`src/updc_pkg.sv`:
```
package updc_pkg;

    localparam logic [7:0] CH_PERCENT = 8'h25;
    localparam logic [7:0] CH_SLASH   = 8'h2F;
    localparam logic [7:0] CH_DOT     = 8'h2E;
    localparam logic [7:0] CH_NUL     = 8'h00;

    typedef enum logic [1:0] {
        ESC_NONE = 2'd0,
        ESC_HIGH = 2'd1,
        ESC_LOW  = 2'd2
    } t_esc_phase;

    typedef enum logic [1:0] {
        KIND_EMPTY  = 2'd0,
        KIND_DOT    = 2'd1,
        KIND_DOTDOT = 2'd2,
        KIND_OTHER  = 2'd3
    } t_comp_kind;

    typedef enum logic [2:0] {
        CAUSE_NONE      = 3'd0,
        CAUSE_SLASH     = 3'd1,
        CAUSE_ESCAPE    = 3'd2,
        CAUSE_NUL       = 3'd3,
        CAUSE_COMPONENT = 3'd4
    } t_cause;

    typedef struct packed {
        logic [7:0] decoded_byte;
        logic       out_byte_valid;
        logic       path_done;
        logic       path_ok;
        t_cause     reject_cause;
    } t_result;

    // hex digit of either case; valid=0 for anything else
    function automatic logic [4:0] hex_digit(input logic [7:0] c);
        logic [4:0] r;
        r = 5'd0;
        if (c >= 8'h30 && c <= 8'h39) begin
            r = {1'b1, 4'(c - 8'h30)};
        end else if (c >= 8'h61 && c <= 8'h66) begin
            r = {1'b1, 4'(c - 8'h57)};
        end else if (c >= 8'h41 && c <= 8'h46) begin
            r = {1'b1, 4'(c - 8'h37)};
        end
        return r;
    endfunction

endpackage

```
`src/url_path_decode_and_check.sv`:
```
// Channel  | Dir | tdata (low bit up)                         | tuser          | tlast
// ---------+-----+--------------------------------------------+----------------+----------
// s_axis   | in  | raw_byte[7:0]                              | byte_present   | last_item
// m_axis   | out | decoded_byte[7:0], path_ok, reject_cause[2:0], 4'b0 | out_byte_valid | path_done
//
// One request per cycle, sustained while m_axis takes results. Decode and path checks
// are a single level of logic between the decoder state registers and the output register.
// A skid register behind the output register keeps s_axis_tready registered;
// it drops only while both hold results that m_axis has not taken.
// Synchronous active-low reset clears decoder state and the valid flags of both output slots.
// A request with no result (no byte, escape in progress, not last) is consumed silently.
module url_path_decode_and_check
    import updc_pkg::*;
(
    input  logic        i_clk,
    input  logic        i_rst_n,
    input  logic        s_axis_tvalid,
    output logic        s_axis_tready,
    input  logic [7:0]  s_axis_tdata,   // raw_byte[7:0]
    input  logic        s_axis_tuser,   // byte_present
    input  logic        s_axis_tlast,   // last_item
    output logic        m_axis_tvalid,
    input  logic        m_axis_tready,
    output logic [15:0] m_axis_tdata,   // decoded_byte[7:0], path_ok, reject_cause[2:0], zeros
    output logic        m_axis_tuser,   // out_byte_valid
    output logic        m_axis_tlast    // path_done
);

    t_esc_phase r_esc_phase, n_esc_phase;
    logic [3:0] r_high_nib, n_high_nib;
    logic       r_first, n_first;
    t_comp_kind r_kind, n_kind;
    logic       r_slash_err, n_slash_err;
    logic       r_esc_err, n_esc_err;
    logic       r_nul_err, n_nul_err;
    logic       r_comp_err, n_comp_err;

    t_result    r_out, r_skid, n_res;
    logic       r_out_valid, r_skid_valid;
    logic       n_res_valid;

    logic       in_fire;
    logic       out_fire;
    logic [4:0] hex;
    logic       take;
    logic [7:0] dbyte;

    assign s_axis_tready = !r_skid_valid;
    assign in_fire       = s_axis_tvalid && s_axis_tready;
    assign out_fire      = r_out_valid && m_axis_tready;
    assign hex           = hex_digit(s_axis_tdata);

    always_comb begin
        n_esc_phase = r_esc_phase;
        n_high_nib  = r_high_nib;
        n_first     = r_first;
        n_kind      = r_kind;
        n_slash_err = r_slash_err;
        n_esc_err   = r_esc_err;
        n_nul_err   = r_nul_err;
        n_comp_err  = r_comp_err;
        take        = 1'b0;
        dbyte       = s_axis_tdata;
        n_res       = '0;
        n_res_valid = 1'b0;

        if (s_axis_tuser) begin
            if (r_first && s_axis_tdata == CH_SLASH) begin
                n_slash_err = 1'b1;
            end
            n_first = 1'b0;
            case (r_esc_phase)
                ESC_HIGH: begin
                    if (!hex[4]) begin
                        if (!(r_esc_err || r_nul_err)) n_esc_err = 1'b1;
                        n_esc_phase = ESC_NONE;
                    end else begin
                        n_high_nib  = hex[3:0];
                        n_esc_phase = ESC_LOW;
                    end
                end
                ESC_LOW: begin
                    n_esc_phase = ESC_NONE;
                    dbyte       = {r_high_nib, hex[3:0]};
                    if (!hex[4]) begin
                        if (!(r_esc_err || r_nul_err)) n_esc_err = 1'b1;
                    end else if (dbyte == CH_NUL) begin
                        if (!(r_esc_err || r_nul_err)) n_nul_err = 1'b1;
                    end else begin
                        take = 1'b1;
                    end
                end
                default: begin
                    if (s_axis_tdata == CH_PERCENT) begin
                        n_esc_phase = ESC_HIGH;
                    end else begin
                        take = 1'b1;
                    end
                end
            endcase
        end

        // component tracking on each decoded byte
        if (take) begin
            if (dbyte == CH_SLASH) begin
                if (r_kind != KIND_OTHER) n_comp_err = 1'b1;
                n_kind = KIND_EMPTY;
            end else begin
                if (dbyte == CH_NUL) n_comp_err = 1'b1;
                if (dbyte == CH_DOT && r_kind == KIND_EMPTY) begin
                    n_kind = KIND_DOT;
                end else if (dbyte == CH_DOT && r_kind == KIND_DOT) begin
                    n_kind = KIND_DOTDOT;
                end else begin
                    n_kind = KIND_OTHER;
                end
            end
            n_res.decoded_byte   = dbyte;
            n_res.out_byte_valid = 1'b1;
            n_res_valid          = 1'b1;
        end

        if (s_axis_tlast) begin
            if (n_esc_phase != ESC_NONE && !(n_esc_err || n_nul_err)) n_esc_err = 1'b1;
            if (n_kind == KIND_DOT || n_kind == KIND_DOTDOT) n_comp_err = 1'b1;
            n_res.path_done = 1'b1;
            if (n_slash_err) begin
                n_res.reject_cause = CAUSE_SLASH;
            end else if (n_esc_err) begin
                n_res.reject_cause = CAUSE_ESCAPE;
            end else if (n_nul_err) begin
                n_res.reject_cause = CAUSE_NUL;
            end else if (n_comp_err) begin
                n_res.reject_cause = CAUSE_COMPONENT;
            end else begin
                n_res.reject_cause = CAUSE_NONE;
            end
            n_res.path_ok = (n_res.reject_cause == CAUSE_NONE);
            n_res_valid   = 1'b1;
            // back to the start-of-path state
            n_esc_phase = ESC_NONE;
            n_high_nib  = 4'd0;
            n_first     = 1'b1;
            n_kind      = KIND_EMPTY;
            n_slash_err = 1'b0;
            n_esc_err   = 1'b0;
            n_nul_err   = 1'b0;
            n_comp_err  = 1'b0;
        end
    end

    always_ff @(posedge i_clk) begin
        if (!i_rst_n) begin
            r_esc_phase <= ESC_NONE;
            r_high_nib  <= 4'd0;
            r_first     <= 1'b1;
            r_kind      <= KIND_EMPTY;
            r_slash_err <= 1'b0;
            r_esc_err   <= 1'b0;
            r_nul_err   <= 1'b0;
            r_comp_err  <= 1'b0;
        end else if (in_fire) begin
            r_esc_phase <= n_esc_phase;
            r_high_nib  <= n_high_nib;
            r_first     <= n_first;
            r_kind      <= n_kind;
            r_slash_err <= n_slash_err;
            r_esc_err   <= n_esc_err;
            r_nul_err   <= n_nul_err;
            r_comp_err  <= n_comp_err;
        end
    end

    // output register with skid slot
    always_ff @(posedge i_clk) begin
        if (!i_rst_n) begin
            r_out_valid  <= 1'b0;
            r_skid_valid <= 1'b0;
        end else if (out_fire || !r_out_valid) begin
            if (r_skid_valid) begin
                r_out_valid  <= 1'b1;
                r_skid_valid <= 1'b0;
            end else begin
                r_out_valid <= in_fire && n_res_valid;
            end
        end else if (in_fire && n_res_valid) begin
            r_skid_valid <= 1'b1;
        end
    end

    always_ff @(posedge i_clk) begin
        if (out_fire || !r_out_valid) begin
            if (r_skid_valid) begin
                r_out <= r_skid;
            end else begin
                r_out <= n_res;
            end
        end else if (in_fire && n_res_valid) begin
            r_skid <= n_res;
        end
    end

    assign m_axis_tvalid = r_out_valid;
    assign m_axis_tdata  = {4'd0, r_out.reject_cause, r_out.path_ok, r_out.decoded_byte};
    assign m_axis_tuser  = r_out.out_byte_valid;
    assign m_axis_tlast  = r_out.path_done;

endmodule

```
`config.mk`:
```
export PLATFORM = sky130hd
export DESIGN_NAME = url_path_decode_and_check
export DESIGN_NICKNAME = d
export VERILOG_FILES = /design/src/updc_pkg.sv /design/src/url_path_decode_and_check.sv
export SDC_FILE = /design/constraint.sdc
export NUM_CORES = 1
export LEC_CHECK = 0
export BUFFER_PORTS_ARGS = -buffer_cell sky130_fd_sc_hd__buf_2
export CAP_MARGIN = 15
export CORE_ASPECT_RATIO = 1.4
export CORE_MARGIN = 1
export CORE_UTILIZATION = 40
export CTS_CLUSTER_DIAMETER = 120
export CTS_CLUSTER_SIZE = 25
export DETAILED_ROUTE_END_ITERATION = 6
export PLACE_DENSITY = 0.66
export SYNTH_ARGS = -nofsm -noshare
export SYNTH_HDL_FRONTEND = slang
export SYNTH_SLANG_ARGS = --single-unit
```
`constraint.sdc`:
```
create_clock -name i_clk -period 9.5 [get_ports i_clk]
set_input_delay 0.95 -clock i_clk [delete_from_list [all_inputs] [get_ports i_clk]]
set_output_delay 0.95 -clock i_clk [all_outputs]
set_load 0.05 [all_outputs]
```
== Yosys cells after proc, flatten, opt, wreduce, memory -nomap -nowiden ==
Cells that the tools add are included.
Storage, ports and cells
  bits in registers: 43
  input port bits: 14
  output and inout bits: 20
  logic and storage cells: 131
Cells by class
  add/sub/neg operators: 3
  order comparisons: 6
  equal/unequal tests: 10
  multiplexer cells: 60
  bitwise operators: 2
  reductions and logical operators: 30
Operators with widths (count)
  $mux W1: 33
  $eq A8 B6 Y1 const B: 4
  $mux W5: 4
  $ge A8 B7 Y1 const B: 2
  $le A8 B7 Y1 const B: 2
  $logic_not A8 Y1: 2
  $mux W2: 8
  $mux W4: 4
  $mux W8: 2
  $mux W3: 5
  $mux W14: 1
  $logic_and A1 B1 Y1: 10
  $mux W9: 1
  $ge A8 B6 Y1 const B: 1
  $le A8 B6 Y1 const B: 1
  $reduce_bool A2 Y1: 4
  $sub A4 B3 Y4 const B: 2
  $eq A2 B1 Y1 const B: 3
  $eq A2 B2 Y1 const B: 2
  $logic_or A1 B1 Y1: 4
  $pmux W2 S2: 1
  $reduce_and A2 Y1: 2
  $reduce_and A4 Y1: 1
  $reduce_or A2 Y1: 2
  7 further kinds: 10

== Longest topological paths before layout ==
Gate-level depths: netlist (run 1).
  depth after elaboration: 25
  gate-level depth with buffers: 11

== Worst setup path before layout (run 1) ==
Ideal clock, no wire load.
  path kind: input-to-reg
  from: in s_axis_tdata[3]
  to: reg r_skid[0] in the netlist's numbering (enable)
  setup time: 0.407 ns
  data arrival time: 4.080 ns
  required time: 9.093 ns
  slack: 5.013 ns
  stages: 8
  path buffers: 2
  cell sequence: buf_6 -> or4b_4 -> a311oi_4 -> a2111oi_1 -> and3_4 -> o32a_4 -> buf_2 -> a211oi_1
Between the ends
  cells in the longest elaborated chain, start to end: 14
  elaborated cells between the ends (all ways): 26
  those cells by class: add/sub (3); order compare (6); eq/ne (1); mux (10); reduce/logical (6)
RTL lines
  start: declaration: line url_path_decode_and_check.sv:19  | input logic [7:0] s_axis_tdata,
  $ge A8 B7 Y1 / $le A8 B7 Y1 (equally long branches): line updc_pkg.sv:45  | end else if (c >= 8'h41 && c <= 8'h46) begin
  $logic_and A1 B1 Y1: line updc_pkg.sv:45
  $mux W5: line updc_pkg.sv:45
  $mux W5: line updc_pkg.sv:43  | end else if (c >= 8'h61 && c <= 8'h66) begin
  $mux W5: line updc_pkg.sv:41  | if (c >= 8'h30 && c <= 8'h39) begin
  $logic_not A8 Y1: line url_path_decode_and_check.sv:87  | end else if (dbyte == CH_NUL) begin
  $mux W1: line url_path_decode_and_check.sv:87
  $mux W1: line url_path_decode_and_check.sv:85  | if (!hex[4]) begin
  $pmux W1 S2 *: line url_path_decode_and_check.sv:72  | case (r_esc_phase)
  $mux W1 *: line url_path_decode_and_check.sv:67  | if (s_axis_tuser) begin
  $mux W1 *: line url_path_decode_and_check.sv:104  | if (take) begin
  $mux W1 *: line url_path_decode_and_check.sv:123  | if (s_axis_tlast) begin
  $logic_and A1 B1 Y1 *: line url_path_decode_and_check.sv:198  | end else if (in_fire && n_res_valid) begin
  $reduce_and A2 Y1 (no line) *
  end signal: assignment: line url_path_decode_and_check.sv:199  | r_skid <= n_res;
  end: declaration: line url_path_decode_and_check.sv:38  | t_result r_out, r_skid, n_res;
Mark *: on every way between the ends. The rest lies on a longest branch, timed or not.
A chain may end at the register's enable or synchronous reset.

== Worst setup path in the final report (run 1) ==
  from: in s_axis_tdata[3]
  to: reg r_skid[7] in the netlist's numbering (enable)
The elaborated chain is that of the path after synthesis.

==> impl_metrics.tcl, run 1 <==
set metrics [dict create \
    status "complete, no violations" \
    clockBufferDepth 2 \
    drc 0 \
    cell_internal_pwr_mw 0.2731 \
    synth_top_area_share_pct 35.26 \
    peakVddDrop_v 0.00004825 \
    arrival_ps 3950 \
    grt_max_degree 29 \
    power_switching_mw 0.1072 \
    gr-usage-met1_pct 18.86 \
    tns_ps 0 \
    rsz0062_at_grt "false" \
    swShare_pct 28.18 \
    synth-main-ff-cell "edfxtp_1" \
    hold_viol_final 0 \
    drtAntennaViolNets 0 \
    synth_area_leaders "edfxtp_1, dfxtp_1, a21oi_1" \
    grt_util_all_layers_pct 16.55 \
    ys_warn_count 0 \
    die_area_um2 6279 \
    clkPwrFrac_pct 29.0 \
    netlist_area_um2 2385 \
    finalWorstSetupSlack_ps 5465 \
    syn_to_final_growth_pct 10.55 \
    crit_fanout 24 \
    nNetsFinal 284 \
    hpwlAfterDp_um 3703 \
    p_leak_nw 1.025 \
    cap_violations 0 \
    io_buffers 29 \
    cts.clk_slew.worst_paths_ps 80 \
    postCtsSetupBuffers 0 \
    post-route-min-period_ps 4035 \
    synth-edff-count 28 \
    top_usage_layer "met2" \
    grt_pass1_wl_um 7838 \
    drive_gt1_share_pct 17.74 \
    cts_tree "done" \
    synth_top_area_cell "edfxtp_1" \
    drt-total-wl_um 4845 \
    async_reset_ff_share_pct 0 \
    start_util_pct 42.24 \
    routedWlPerCell_um 14.55 \
    use_met2_pct 29.83 \
    antenna_found_initial 0 \
    finalSetupViolations 0 \
    slew-limit-headroom_pct 30.56 \
    post_cts_resized 0 \
    powerDensity_nw_per_um2 144.2 \
    maxSlewViolCount 0 \
    die_h_um 93.36 \
    cts_max_level 2 \
    avgSynthCellArea_um2 9.978 \
    dp_slack_ps 5137 \
    finalCritPeriodShare_pct 42.48 \
    whs_ps 467.6 \
    reg2reg_slack_ps 6690 \
    p_comb_share_pct 16.1 \
    cts_made_buffers 5 \
    vias 1854 \
    clock-sinks 43 \
    vias_per_cell 5.568 \
    yosysSeqAreaShare_pct 47.85 \
    cp_data_required_time_ps 9410 \
    worst_clock_skew_ps 1.445 \
    grt_pass1_vias 1658 \
    drt_iter0_drc 110 \
    grt_overflow_total 0 \
    min_path_type "flop to flop" \
    power_frac_seq_pct 55.0 \
    ys_types 53 \
    cts_root_buffer "clkbuf_8" \
    insertion_delay_ps 280 \
    setup.worst_path.end_class "flop" \
    core_area_um2 5645 \
    first_pass_iters 4 \
    postSynthCellCount 239 \
    startpoint_type "input port" \
    met3_usage_pct 3.293 \
    rows 32 \
    ys_ff_latch 43 \
    die_x_um 67.26 \
    worst_pin_slew_ps 1040 \
    path_class "input port to flop" \
    hold_buffers 0 \
    num_io_pins 34 \
    place.gp.congestion 0.8560 \
    timing.fmax_mhz 247.8 \
    antenna_cells 0 \
]
==> power by group through the flow <==
stage / combinational (mW) / sequential (mW) / clock, mW
2_1_floorplan: 0.0289 / 0.232 / 0
3_5_place_dp: 0.0612 / 0.213 / 0
3_3_place_gp: 0.0604 / 0.213 / 0
6_report: 0.0611 / 0.209 / 0.110
5_1_grt: 0.0661 / 0.210 / 0.123
4_1_cts: 0.0613 / 0.209 / 0.116
==> registers in the layout, indices dropped and copies added, names as in the netlist <==
signal / cells
m_axis_tuser: 1
r_first: 1
r_high_nib: 4
r_skid_valid: 1
r_esc_phase: 2
r_nul_err: 1
m_axis_tlast: 1
r_esc_err: 1
m_axis_tvalid: 1
r_comp_err: 1
r_slash_err: 1
m_axis_tdata: 12
r_kind: 2
r_skid: 14
==> metal layers <==
layer	part of all wire, %	vias up
met5	0	-
met4	0.99	0
met3	3.3	4
met2	55	48
met1	40	867
li1	-	935
==> final timing paths <==
kind                                 startpoint              end  cells after the start
worst max register to register   r_esc_phase[0]  m_axis_tdata[8]                      9
worst min register to register       r_comp_err       r_comp_err                      2
worst max-delay path            s_axis_tdata[3]        r_skid[7]                      7
worst min-delay path                 r_comp_err       r_comp_err                      2
==> worst max-delay path, stage by stage <==
cell	delay, ps
buf_2	160
or4b_4	590
a311oi_4	470
or2_1	280
nand2_1	90
o32a_4	480
a211oi_2	910
==> Yosys cell counts (5+ instances only) <==
master and instances:
a21oi_1 19, buf_4 5, clkbuf_1 7, dfxtp_1 15
edfxtp_1 28, ha_1 6, inv_1 15, nand2_1 20
nor2_1 22, nor2b_1 6, nor3_1 8, o21ai_0 9
o31ai_1 9
==> through the flow <==
stage | power [mW] | util, % | cell area (um2) | instances
after floorplan | 0.2609 | - | 2396 | 242
after global placement | 0.2735 | 45.19 | 2551 | 325
after detailed placement | 0.2746 | 45.19 | 2551 | 325
after CTS | 0.3865 | 46.70 | 2636 | 333
after global routing | 0.3994 | 46.70 | 2636 | 333
final | 0.3802 | 46.70 | 2636 | 333
==> cells by family after synthesis <==
family	after synthesis	synth area share [%]
simple gates	83	18.57
compound gates	69	21.09
buf+inv	29	5.719
other cells	1	0.1572
flops	43	47.85
fa+ha+maj	6	3.148
mux	7	3.095
xor+xnor	1	0.3673
==> final cells by class <==
class | instances | area [um2]
timing repair buffer | 29 | 145.1
clock buffer | 6 | 72.57
fill | 563 | 3009
clock inverter | 2 | 12.51
inverter | 15 | 56.30
multi-input combinational | 170 | 1124
sequential | 43 | 1141
tap | 68 | 85.08
==> cells in the final DEF (no fill, tap or decap), drive strengths merged, types with 4 or more instances in the layout <==
cell / synthesis / final
a211oi: 4 / 4
a21oi: 19 / 19
a22oi: 4 / 4
and3: 4 / 4
buf: 7 / 29
clkbuf: 7 / 6
conb: 1 / 4
dfxtp: 15 / 15
edfxtp: 28 / 28
ha: 6 / 6
inv: 15 / 15
mux2i: 4 / 4
nand2: 20 / 20
nor2: 22 / 22
nor2b: 6 / 6
nor3: 8 / 8
o21ai: 9 / 9
o31ai: 9 / 9
Note: power is estimated with default switching activity, not from simulation.
==> run 2: changes to the inputs <==
PLACE_DENSITY = 0.68   (was 0.66)
clock period = 3.7 ns   (was 9.5 ns; I/O delays follow)
==> run 2 against run 1 <==
Critical path depth rose by 3. Utilization rose by 0.27 points. Power rose to 2.6 times the previous value. First-iteration DRC count rose by 15%. Clock skew rose by 7.1 ps. Hold slack got worse by 140 ps. Non-clock buffer count rose by 1. Register-to-register slack got worse by 5800 ps. Sequential share of layout area fell by 0.25 points. Critical endpoint is now m_axis_tdata[8]. Count of clock-buffer cells in the layout fell by 1.
==> impl_metrics.tcl, run 2 (synthesized netlist as in run 1, its figures left out) <==
set metrics [dict create \
    clkPwrFrac_pct 30.7 \
    fin_util_pct 46.96 \
    grt_max_degree 29 \
    arrival_ps 3060 \
    die_x_um 67.26 \
    startpoint_type "input port" \
    cts_tree "done" \
    nNetsFinal 285 \
    hold_buffers 0 \
    io_buffers 29 \
    largest_reg_flops 14 \
    post-route-min-period_ps 3029 \
    met1_length_um 2091 \
    cts_made_buffers 5 \
    setup.worst_path.end_class "flop" \
    cts.clk_slew.worst_paths_ps 90 \
    route.met3.wl_um 166 \
    vias 1869 \
    cp-startpoint "s_axis_tdata[1]" \
    status "complete, no violations" \
    post_cts_resized 0 \
    hold_viol_final 0 \
    grt_pass1_wl_um 8024 \
    cp_data_required_time_ps 3730 \
    drc 0 \
    top_register "r_skid" \
    drtAntennaViolNets 0 \
    slew-limit-headroom_pct 43.77 \
    power_frac_seq_pct 53.6 \
    antenna_found_initial 0 \
    finalSetupViolations 0 \
    antenna_cells 0 \
    clock-sinks 43 \
    cap_violations 0 \
    min_path_type "input port to flop" \
    syn_to_final_growth_pct 11.18 \
    cts_root_buffer "clkbuf_8" \
    slowest_stage "a2111oi_1" \
    num_io_pins 34 \
    die_area_um2 6279 \
    min_from "i_rst_n" \
    nFillCells 553 \
    insertion_delay_ps 300 \
    r2r_start "r_high_nib[3]" \
    grt_overflow_total 0 \
    tns_ps 0 \
    cts_max_level 2 \
    first_pass_iters 4 \
    worst_pin_slew_ps 842.3 \
    cpPeakStageDelay_ps 640 \
    peakVddDrop_v 0.0001650 \
    routedWlPerCell_um 14.63 \
    powerDensity_nw_per_um2 377.9 \
    drt-total-wl_um 4887 \
    topRoutingLayerUsed "met4" \
    clockBufferDepth 2 \
    path_cells "buf_2 -> inv_1 -> ha_1 -> o21bai_1 -> a21oi_1 -> a2111oi_1 -> and3_4 -> o32a_4 -> mux2i_1 -> o31ai_1" \
    grt_pass1_vias 1698 \
    power_switching_mw 0.2975 \
    maxSlewViolCount 0 \
    die_h_um 93.36 \
    hpwlAfterDp_um 3608 \
    rows 32 \
    start_util_pct 42.24 \
    postCtsSetupBuffers 0 \
    drive_gt1_share_pct 18.42 \
    worst_clock_skew_ps 8.517 \
    p_comb_share_pct 15.7 \
    crit_fanout 24 \
    path_class "input port to flop" \
    core_area_um2 5645 \
    dr_wl_met2_um 2479 \
    p_leak_nw 1.030 \
    swShare_pct 29.69 \
    mostFrequentLayoutCells "buf_2, edfxtp_1, nor2_1, nand2_1, a21oi_1" \
    place.gp.congestion 0.8558 \
    layout_commonest_cell "buf_2" \
    timing.fmax_mhz 330.2 \
    rsz0062_at_grt "false" \
    drt_iter0_drc 127 \
    finalCritPeriodShare_pct 81.85 \
    cell_internal_pwr_mw 0.7044 \
    grt_util_all_layers_pct 16.99 \
    vias_per_cell 5.596 \
]
[run 2: cell types whose count changed in the layout (fill, tap and decap cells not counted), sizes merged]
cell / delta
clkbuf: -1
inv: +1
buf: +1
clkinvlp: +1
clkinv: -1
[run 2: metrics by stage]
step	instance area, um2	setup slack (ps)	std cells	hold slack, ps	power, mW
CTS	2651	708.2	334	319.4	1.011
detailed placement	2559	445.5	326	467.8	0.7047
global route	2651	537.7	334	315.9	1.041
finish	2651	671.4	334	322.7	1.002
floorplan	2401	270.2	242	418.6	0.6704
global placement	2559	513.0	326	459.8	0.7019
[run 2: metal layers]
metal / global-route usage, % / vias up
met5: 0 / -
met3: 3.171 / 13
met2: 28.08 / 53
li1: - / 938
met4: 9.043 / 0
met1: 20.26 / 865
[run 2: final timing paths]
path	endpoint	slack, ps	cells after the start
worst max-delay path	m_axis_tdata[8]	670	10
worst min-delay path	m_axis_tvalid	320	2
worst max register to register	m_axis_tdata[8]	920	6
worst min register to register	r_comp_err	480	2
[run 2: critical path: cells and delay by family]
family | cells | cell delay (ps)
buffers and inverters | 2 | 250
and+or+nand+nor | 1 | 270
adders and majority gates | 1 | 230
muxes | 1 | 370
AOI/OAI and AO/OA | 5 | 1550
[run 2: final cells by class]
type / count / area [um2] / area share [%]
multi-input cells: 170 / 1124 / 42.38
inverters: 15 / 56.30 / 2.124
flip-flops and latches: 43 / 1141 / 43.04
well taps: 68 / 85.08 / 3.209
clock inverters: 3 / 23.77 / 0.8967
clock buffers: 5 / 68.82 / 2.596
repair buffers: 30 / 152.6 / 5.757
[run 2: power groups by stage]
stage	sequential (mW)	clock, mW	combinational [mW]
4_1_cts	0.537	0.317	0.157
2_1_floorplan	0.596	0	0.0746
6_report	0.537	0.308	0.157
5_1_grt	0.540	0.332	0.170
3_3_place_gp	0.547	0	0.155
3_5_place_dp	0.548	0	0.157
